**src/rtl/tpi_pkg.sv**
```systemverilog
// Shared types and constants for the turtle path interpreter.
package tpi_pkg;

    localparam int STACK_DEPTH = 16;
    localparam int STK_AW      = (STACK_DEPTH > 1) ? $clog2(STACK_DEPTH) : 1;
    localparam int STK_CW      = $clog2(STACK_DEPTH + 1);

    localparam logic [7:0] SYM_F     = 8'h46;
    localparam logic [7:0] SYM_G     = 8'h47;
    localparam logic [7:0] SYM_PUSH  = 8'h5B;
    localparam logic [7:0] SYM_POP   = 8'h5D;
    localparam logic [7:0] SYM_LEFT  = 8'h2B;
    localparam logic [7:0] SYM_RIGHT = 8'h2D;

    localparam logic signed [15:0] COS_RST     = 16'sd15826;
    localparam logic signed [15:0] SIN_RST     = 16'sd4241;
    localparam logic signed [15:0] START_X_RST = 16'sd0;
    localparam logic signed [15:0] START_Y_RST = 16'sd16384;

    localparam logic [1:0] REG_COS     = 2'd0;
    localparam logic [1:0] REG_SIN     = 2'd1;
    localparam logic [1:0] REG_START_X = 2'd2;
    localparam logic [1:0] REG_START_Y = 2'd3;

    typedef enum logic [2:0] {
        OP_NOP,
        OP_STEP,
        OP_PUSH,
        OP_POP,
        OP_LEFT,
        OP_RIGHT
    } t_op;

    typedef enum logic [1:0] {
        FAULT_NONE      = 2'd0,
        FAULT_POP_EMPTY = 2'd1,
        FAULT_PUSH_FULL = 2'd2
    } t_fault;

    typedef struct packed {
        t_op        op;
        logic [9:0] tag;
        logic       restart;
    } t_cmd;

    typedef struct packed {
        logic signed [15:0] cos_angle;
        logic signed [15:0] sin_angle;
        logic signed [15:0] start_dir_x;
        logic signed [15:0] start_dir_y;
    } t_cfg;

    typedef struct packed {
        logic signed [31:0] x;
        logic signed [31:0] y;
        logic [9:0]         tag;
        logic               seg_end;
        t_fault             fault;
    } t_vertex;

endpackage

```
**src/rtl/tpi_front.sv**
```systemverilog
// Front end: accepts symbol words, decodes them and queues commands.
module tpi_front (
    input  logic          i_clk,
    input  logic          i_rst_n,
    input  logic          i_in_valid,
    output logic          o_in_stall,
    input  logic [7:0]    i_symbol,
    input  logic [9:0]    i_iteration_tag,
    input  logic          i_restart,
    output logic          o_cmd_valid,
    output tpi_pkg::t_cmd o_cmd,
    input  logic          i_cmd_take
);
    import tpi_pkg::*;

    t_op        dec_op;
    t_cmd       in_cmd;
    logic       push;
    logic       pop;
    t_cmd       r_q [2];
    logic       r_wr;
    logic       r_rd;
    logic [1:0] r_cnt;
    logic [1:0] n_cnt;

    always_comb begin
        unique case (i_symbol)
            SYM_F, SYM_G: dec_op = OP_STEP;
            SYM_PUSH:     dec_op = OP_PUSH;
            SYM_POP:      dec_op = OP_POP;
            SYM_LEFT:     dec_op = OP_LEFT;
            SYM_RIGHT:    dec_op = OP_RIGHT;
            default:      dec_op = OP_NOP;
        endcase
    end

    assign in_cmd      = '{op: dec_op, tag: i_iteration_tag, restart: i_restart};
    assign o_in_stall  = (r_cnt == 2'd2);
    // ignored symbols without restart have no effect: taken but not queued
    assign push        = i_in_valid && !o_in_stall && ((dec_op != OP_NOP) || i_restart);
    assign o_cmd_valid = (r_cnt != 2'd0);
    assign pop         = o_cmd_valid && i_cmd_take;
    assign o_cmd       = r_q[r_rd];

    always_comb begin
        n_cnt = r_cnt;
        if (push && !pop) begin
            n_cnt = r_cnt + 2'd1;
        end else if (pop && !push) begin
            n_cnt = r_cnt - 2'd1;
        end
    end

    always_ff @(posedge i_clk) begin
        if (!i_rst_n) begin
            r_wr  <= 1'b0;
            r_rd  <= 1'b0;
            r_cnt <= 2'd0;
        end else begin
            r_cnt <= n_cnt;
            if (push) begin
                r_wr <= ~r_wr;
            end
            if (pop) begin
                r_rd <= ~r_rd;
            end
        end
    end

    always_ff @(posedge i_clk) begin
        if (push) begin
            r_q[r_wr] <= in_cmd;
        end
    end

endmodule

```
**config.mk**
```make
export PLATFORM = sky130hd
export DESIGN_NAME = tpi_front
export DESIGN_NICKNAME = d
export VERILOG_FILES = /design/src/rtl/tpi_pkg.sv /design/src/rtl/tpi_front.sv
export SDC_FILE = /design/constraint.sdc
export NUM_CORES = 1
export LEC_CHECK = 0
export BUFFER_PORTS_ARGS = -buffer_cell sky130_fd_sc_hd__buf_4
export CORE_ASPECT_RATIO = 1.25
export CORE_MARGIN = 5
export CORE_UTILIZATION = 53
export CTS_BUF_LIST = sky130_fd_sc_hd__clkbuf_2
export CTS_CLUSTER_DIAMETER = 40
export CTS_CLUSTER_SIZE = 30
export DETAILED_ROUTE_END_ITERATION = 10
export HOLD_SLACK_MARGIN = 0.15
export PLACE_DENSITY = 0.81
export SYNTH_ARGS = -nofsm -noshare
export SYNTH_HDL_FRONTEND = slang
export SYNTH_SLANG_ARGS = --single-unit
```
**constraint.sdc**
```tcl
create_clock -name i_clk -period 2.55 [get_ports i_clk]
set_input_delay 0.51 -clock i_clk [delete_from_list [all_inputs] [get_ports i_clk]]
set_output_delay 0.51 -clock i_clk [all_outputs]
set_load 0.01 [all_outputs]
```
==> flow_metrics.tcl, run 1 <==
set metrics [dict create \
    rsz0062_at_grt "false" \
    area_delta_synth_final_pct 29.2 \
    critPathArrivalTime_ps 2470 \
    drtAntennaViolNets 0 \
    relSlewSlack_pct 59.7 \
    clkLatencyLatePin_ps 350 \
    floorplan.die.height_um 67.5 \
    clock_skew_ps 14.1 \
    outcome "finished clean" \
    post-layout-total-power_uw 1440 \
    netlist_instances 87 \
    core_area_um2 2480 \
    yosysWarnings 0 \
    mostFrequentLayoutCell "sky130_fd_sc_hd__buf_4" \
    core.rowCount 20 \
    worst_path_dominant_cell_family "compound AO/OA/AOI/OAI gates" \
    min_from "i_iteration_tag[8]" \
    grt_use_total_pct 14.0 \
    setup_viol_count_final 0 \
    ioPinCount 39 \
    postCtsResizedCells 0 \
    number_of_global_route_vias_before_repair 914 \
    vias 870 \
    start_util_pct 56.5 \
    cp-start-kind "primary input" \
    worstPathBufferInverterCount 1 \
    most-common-layout-cells "sky130_fd_sc_hd__buf_4, sky130_fd_sc_hd__edfxtp_1, sky130_fd_sc_hd__mux2_2" \
    critPathSlowestCell "sky130_fd_sc_hd__or3b_4" \
    hpwl_um 1860 \
    post_synthesis_register_bit_count 33 \
    place_congestion 0.710 \
    post-route-period-util_pct 86.1 \
    clock_tree.root_cell "sky130_fd_sc_hd__clkbuf_2" \
    static-leakage-power_uw 0.000699 \
    critical-path-max-stage-delay_ps 420 \
    worst_setup_hold_path_clk_slew_ps 160 \
    grt_max_degree 15 \
    final-hold-violation-count 0 \
    hold_path_class "primary input to register" \
    critical_path.max_fanout 3 \
    cap_violations 0 \
    placed_area_um2 1770 \
    critPathRequiredTime_ps 2830 \
    fillCellCount 177 \
    first_pass_grt_wire_length_um 3880 \
    design.die.area_um2 3780 \
    first_iter_violations 16 \
    drc_errors 0 \
    setup.reg_to_reg.worst_slack_ps 860 \
    grt_antenna_before_repair 0 \
    drt_first_pass_iters 4 \
    clock_sink_count 33 \
    drive_gt1_share_pct 48.9 \
    postSynthAreaPerCell_um2 16.1 \
    design.final.nets 158 \
    die_w_um 56.0 \
    final.min_clock_period_ps 2200 \
    r2r_start "r_cnt[0]$_SDFFE_PN0P_" \
    path_class "primary input to register" \
    cts_made_buffers 5 \
    post-cts-setup-buffers 0 \
    port_buffers 38 \
    tightestPinTransition_ps 604 \
    synth_fp_nets 111 \
    power.density_nw_per_um2 796 \
    postCtsHoldBufs 0 \
    design_area_um2 1810 \
    insertedDiodeCount 0 \
    synth-edff-count 28 \
    postSynth.asyncResetShare_pct 0 \
    cts_tree "built" \
    drt-vias-per-instance 5.18 \
    timing.critical_path.cells "buf_4 -> or3b_4 -> a2111oi_4 -> o311a_2 -> ha_1 -> or3_1 -> a21boi_0" \
    fin_util_pct 73.0 \
    htree_levels 2 \
    max_clock_freq_mhz 455 \
    routed_wirelength_um 2420 \
    final.hold.worst_slack_ps 329 \
    grt_overflow_total 0 \
    finalMaxSlewViolations 0 \
    netlist-cell-type-count 29 \
    worstSetupStartpoint "i_symbol[4]" \
    clockBufferDepth 2 \
    critical_path.endpoint_type "register" \
    power.ir.vdd_worst_mv 0.669 \
    synth_area_um2 1400 \
    postSynth.topFlopCell "sky130_fd_sc_hd__edfxtp_1" \
    wl_per_cell_um 14.4 \
    synth.yosys.seq_area_share_pct 67.2 \
]
metal layers:
layer / global-route usage [%] / wire, um / up-vias
li1: - / - / 432
met1: 12.2 / 825 / 407
met2: 27.2 / 1370 / 27
met3: 4.78 / 185 / 4
met4: 8.90 / 35 / 0
met5: 0 / 0 / -
path summary, 6_finish.rpt:
| check | to | cells past startpoint |
|---|---|---|
| min | r_q[0][9]$_DFFE_PP_ | 1 |
| max reg2reg | r_cnt[1]$_SDFFE_PN0P_ | 5 |
| max | r_cnt[1]$_SDFFE_PN0P_ | 7 |
| min reg2reg | r_cnt[1]$_SDFFE_PN0P_ | 2 |
Yosys cell counts, types with 2 or more instances:
library cell,count,area [um2]
sky130_fd_sc_hd__a211oi_1,2,15.0
sky130_fd_sc_hd__a21oi_1,2,10.0
sky130_fd_sc_hd__and2_1,4,25.0
sky130_fd_sc_hd__and4b_1,2,20.0
sky130_fd_sc_hd__dfxtp_1,5,100
sky130_fd_sc_hd__edfxtp_1,28,841
sky130_fd_sc_hd__mux2_2,14,158
sky130_fd_sc_hd__nand2_1,4,15.0
sky130_fd_sc_hd__nand3b_1,2,15.0
sky130_fd_sc_hd__nor3b_1,2,15.0
sky130_fd_sc_hd__nor4_1,2,12.5
sky130_fd_sc_hd__xnor2_1,3,26.3
cells by family after synthesis:
family          after synthesis  synth area share, %
buf+inv                       2                0.536
flops                        33                 67.2
simple gates                 24                 11.5
fa+ha+maj                     1                0.894
xor+xnor                      4                 2.50
mux                          14                 11.3
compound gates                9                 6.08
state kept, by name, indices dropped and copies added, names as in the netlist, named ones only:
signal / cells
r_rd: 1
r_wr: 1
r_q: 28
r_cnt: 2
power breakdown:
part	switching (uW)	total [uW]	internal, uW
Combinational	196	493	298
Clock	152	225	73.6
Sequential	62.1	722	660
per-stage QoR:
| stage | worst slack, ps | instances | TNS (ps) |
|---|---|---|---|
| 6_report | 354 | 168 | 0 |
| 5_1_grt | 253 | 168 | 0 |
| 4_1_cts | 360 | 168 | 0 |
| 3_5_place_dp | -9.55 | 160 | -9.55 |
| 3_3_place_gp | 53.2 | 160 | 0 |
| 2_1_floorplan | 210 | 87 | 0 |
worst reg2reg max path: stages (launching register included):
cell,delay (ps)
sky130_fd_sc_hd__dfxtp_1,410
sky130_fd_sc_hd__nand2b_1,220
sky130_fd_sc_hd__o311a_2,240
sky130_fd_sc_hd__ha_1,250
sky130_fd_sc_hd__or3_1,370
sky130_fd_sc_hd__a21boi_0,150
final cells by class:
class | instances | area [um2] | share of cell area, %
Multi-Input combinational cell | 52 | 452 | 25.0
Clock buffer | 7 | 35.0 | 1.94
Inverter | 1 | 3.75 | 0.207
Tap cell | 33 | 41.3 | 2.28
Clock inverter | 1 | 3.75 | 0.207
Timing Repair Buffer | 41 | 333 | 18.4
Sequential cell | 33 | 941 | 52.0
(Power assumes the default switching activity.)
==> inputs of run 2 (changes only) <==
--- a/config.mk
+++ b/config.mk
@@ -15,6 +15,7 @@
 export DETAILED_ROUTE_END_ITERATION = 10
 export HOLD_SLACK_MARGIN = 0.15
 export PLACE_DENSITY = 0.81
+export RECOVER_POWER = 100
 export SYNTH_ARGS = -nofsm -noshare
 export SYNTH_HDL_FRONTEND = slang
 export SYNTH_SLANG_ARGS = --single-unit
==> flow_metrics.tcl, run 2 (synthesis gave the netlist of run 1 again) <==
set metrics [dict create \
    critPathRequiredTime_ps 2820 \
    register_containing_the_most_flip_flops_in_the_final_layout "r_q" \
    clock_tree.root_cell "sky130_fd_sc_hd__clkbuf_2" \
    core.rowCount 20 \
    swShare_pct 30.1 \
    setup_tns_ps 0 \
    cap_violations 0 \
    critPathCapture "r_cnt[1]$_SDFFE_PN0P_" \
    clock_sink_count 33 \
    worst_setup_hold_path_clk_slew_ps 160 \
    fin_cells 168 \
    start_util_pct 56.5 \
    setup_viol_count_final 0 \
    ioPinCount 39 \
    r2r_start "r_cnt[0]$_SDFFE_PN0P_" \
    grt_overflow_total 0 \
    mostFrequentLayoutCell "sky130_fd_sc_hd__edfxtp_1" \
    htree_levels 2 \
    post-cts-setup-buffers 0 \
    postCtsHoldBufs 0 \
    power.ir.vdd_worst_mv 0.629 \
    insertedDiodeCount 0 \
    drtAntennaViolNets 0 \
    cts_made_buffers 5 \
    clkLatencyLatePin_ps 350 \
    first_iter_violations 8 \
    largest_reg_flops 28 \
    vias 874 \
    critical_path.endpoint_type "register" \
    largest_registers "r_q: 28 flops, r_cnt: 2 flops" \
    hpwl_um 1860 \
    cellInternalPower_uw 943 \
    grt_max_degree 15 \
    cp-start-kind "primary input" \
    floorplan.die.height_um 67.5 \
    power.density_nw_per_um2 790 \
    design.final.nets 158 \
    final.min_clock_period_ps 2240 \
    power.combinational.fraction_pct 29.8 \
    path_class "primary input to register" \
    share_seq_of_total_power_pct 53.7 \
    relSlewSlack_pct 57.6 \
    hold_path_class "primary input to register" \
    postCtsResizedCells 0 \
    cts_tree "built" \
    drt-vias-per-instance 5.20 \
    most-common-layout-cells "sky130_fd_sc_hd__edfxtp_1, sky130_fd_sc_hd__clkbuf_1, sky130_fd_sc_hd__mux2_2" \
    drive_gt1_share_pct 31.9 \
    static-leakage-power_uw 0.000609 \
    placedCellCount 160 \
    final.hold.worst_slack_ps 356 \
    rsz0062_at_grt "false" \
    post-route-period-util_pct 87.8 \
    finalMaxSlewViolations 0 \
    worstSetupStartpoint "i_symbol[4]" \
    outcome "finished clean" \
    area_delta_synth_final_pct 22.1 \
    number_of_global_route_vias_before_repair 914 \
    drc_errors 0 \
    routed_wirelength_um 2440 \
    first_pass_grt_wire_length_um 3880 \
    clkPwrFrac_pct 16.5 \
    die_w_um 56.0 \
    critPathArrivalTime_ps 2510 \
    tightestPinTransition_ps 635 \
    setup.reg_to_reg.worst_slack_ps 860 \
    core_area_um2 2480 \
    critical_path.max_fanout 3 \
    grt_use_total_pct 14.0 \
    max_clock_freq_mhz 447 \
    port_buffers 38 \
    fin_util_pct 69.0 \
    clock_skew_ps 15.8 \
    clockBufferDepth 2 \
    wl_per_cell_um 14.5 \
    drt_first_pass_iters 2 \
    power_switching_uw 406 \
    r2r.worst_path.cells 5 \
    design.die.area_um2 3780 \
    final-hold-violation-count 0 \
    grt_antenna_before_repair 0 \
    worst_r2r_endpoint "r_cnt[1]$_SDFFE_PN0P_" \
    place_congestion 0.710 \
]
run 2: worst max-delay path, cell delays in order:
cell and delay, ps:
sky130_fd_sc_hd__clkbuf_1 100, sky130_fd_sc_hd__or3b_1 460, sky130_fd_sc_hd__a2111oi_4 420, sky130_fd_sc_hd__o311a_2 260, sky130_fd_sc_hd__ha_1 240, sky130_fd_sc_hd__or3_1 370, sky130_fd_sc_hd__a21boi_0 150
run 2: area by class of cell:
class	instances	area [um2]
fillers	204	768
flip-flops and latches	33	941
well taps	33	41.3
inverters	1	3.75
multi-input cells	52	449
clock inverters	1	3.75
repair buffers	41	235
clock buffers	7	35.0
run 2: power groups by stage:
stage,Clock [uW],Sequential [uW],Combinational [uW]
after floorplan,0,703,297
final,223,724,402
after detailed placement,0,737,499
after CTS,233,725,503
after global placement,0,732,488
after global routing,257,734,450
run 2: worst min path at each step:
stage                                from                     to  slack, ps  cells past startpoint
floorplan           r_cnt[1]$_SDFFE_PN0P_  r_cnt[1]$_SDFFE_PN0P_        470                      2
global placement    r_cnt[1]$_SDFFE_PN0P_  r_cnt[1]$_SDFFE_PN0P_        490                      2
detailed placement  r_cnt[1]$_SDFFE_PN0P_  r_cnt[1]$_SDFFE_PN0P_        520                      2
CTS                    i_iteration_tag[8]    r_q[0][9]$_DFFE_PP_        310                      1
global route           i_iteration_tag[8]    r_q[1][9]$_DFFE_PP_        320                      1
finish                 i_iteration_tag[8]    r_q[0][9]$_DFFE_PP_        360                      1
run 2: stage by stage:
stage / area (um2) / total power, uW / worst slack [ps]
finish: 1710 / 1350 / 310
CTS: 1810 / 1460 / 360
floorplan: 1400 / 1000 / 210
global route: 1710 / 1440 / 210
detailed placement: 1770 / 1240 / -9.55
global placement: 1770 / 1220 / 53.2
run 2: per-layer routing:
| layer | wire [um] | GRT usage [%] | up-vias | share of wire (%) |
|---|---|---|---|---|
| met1 | 896 | 12.2 | 408 | 37 |
| met2 | 1350 | 27.2 | 29 | 55 |
| li1 | - | - | 433 | - |
| met5 | 0 | 0 | - | 0 |
| met4 | 36 | 8.90 | 0 | 1.5 |
| met3 | 163 | 4.78 | 4 | 6.7 |
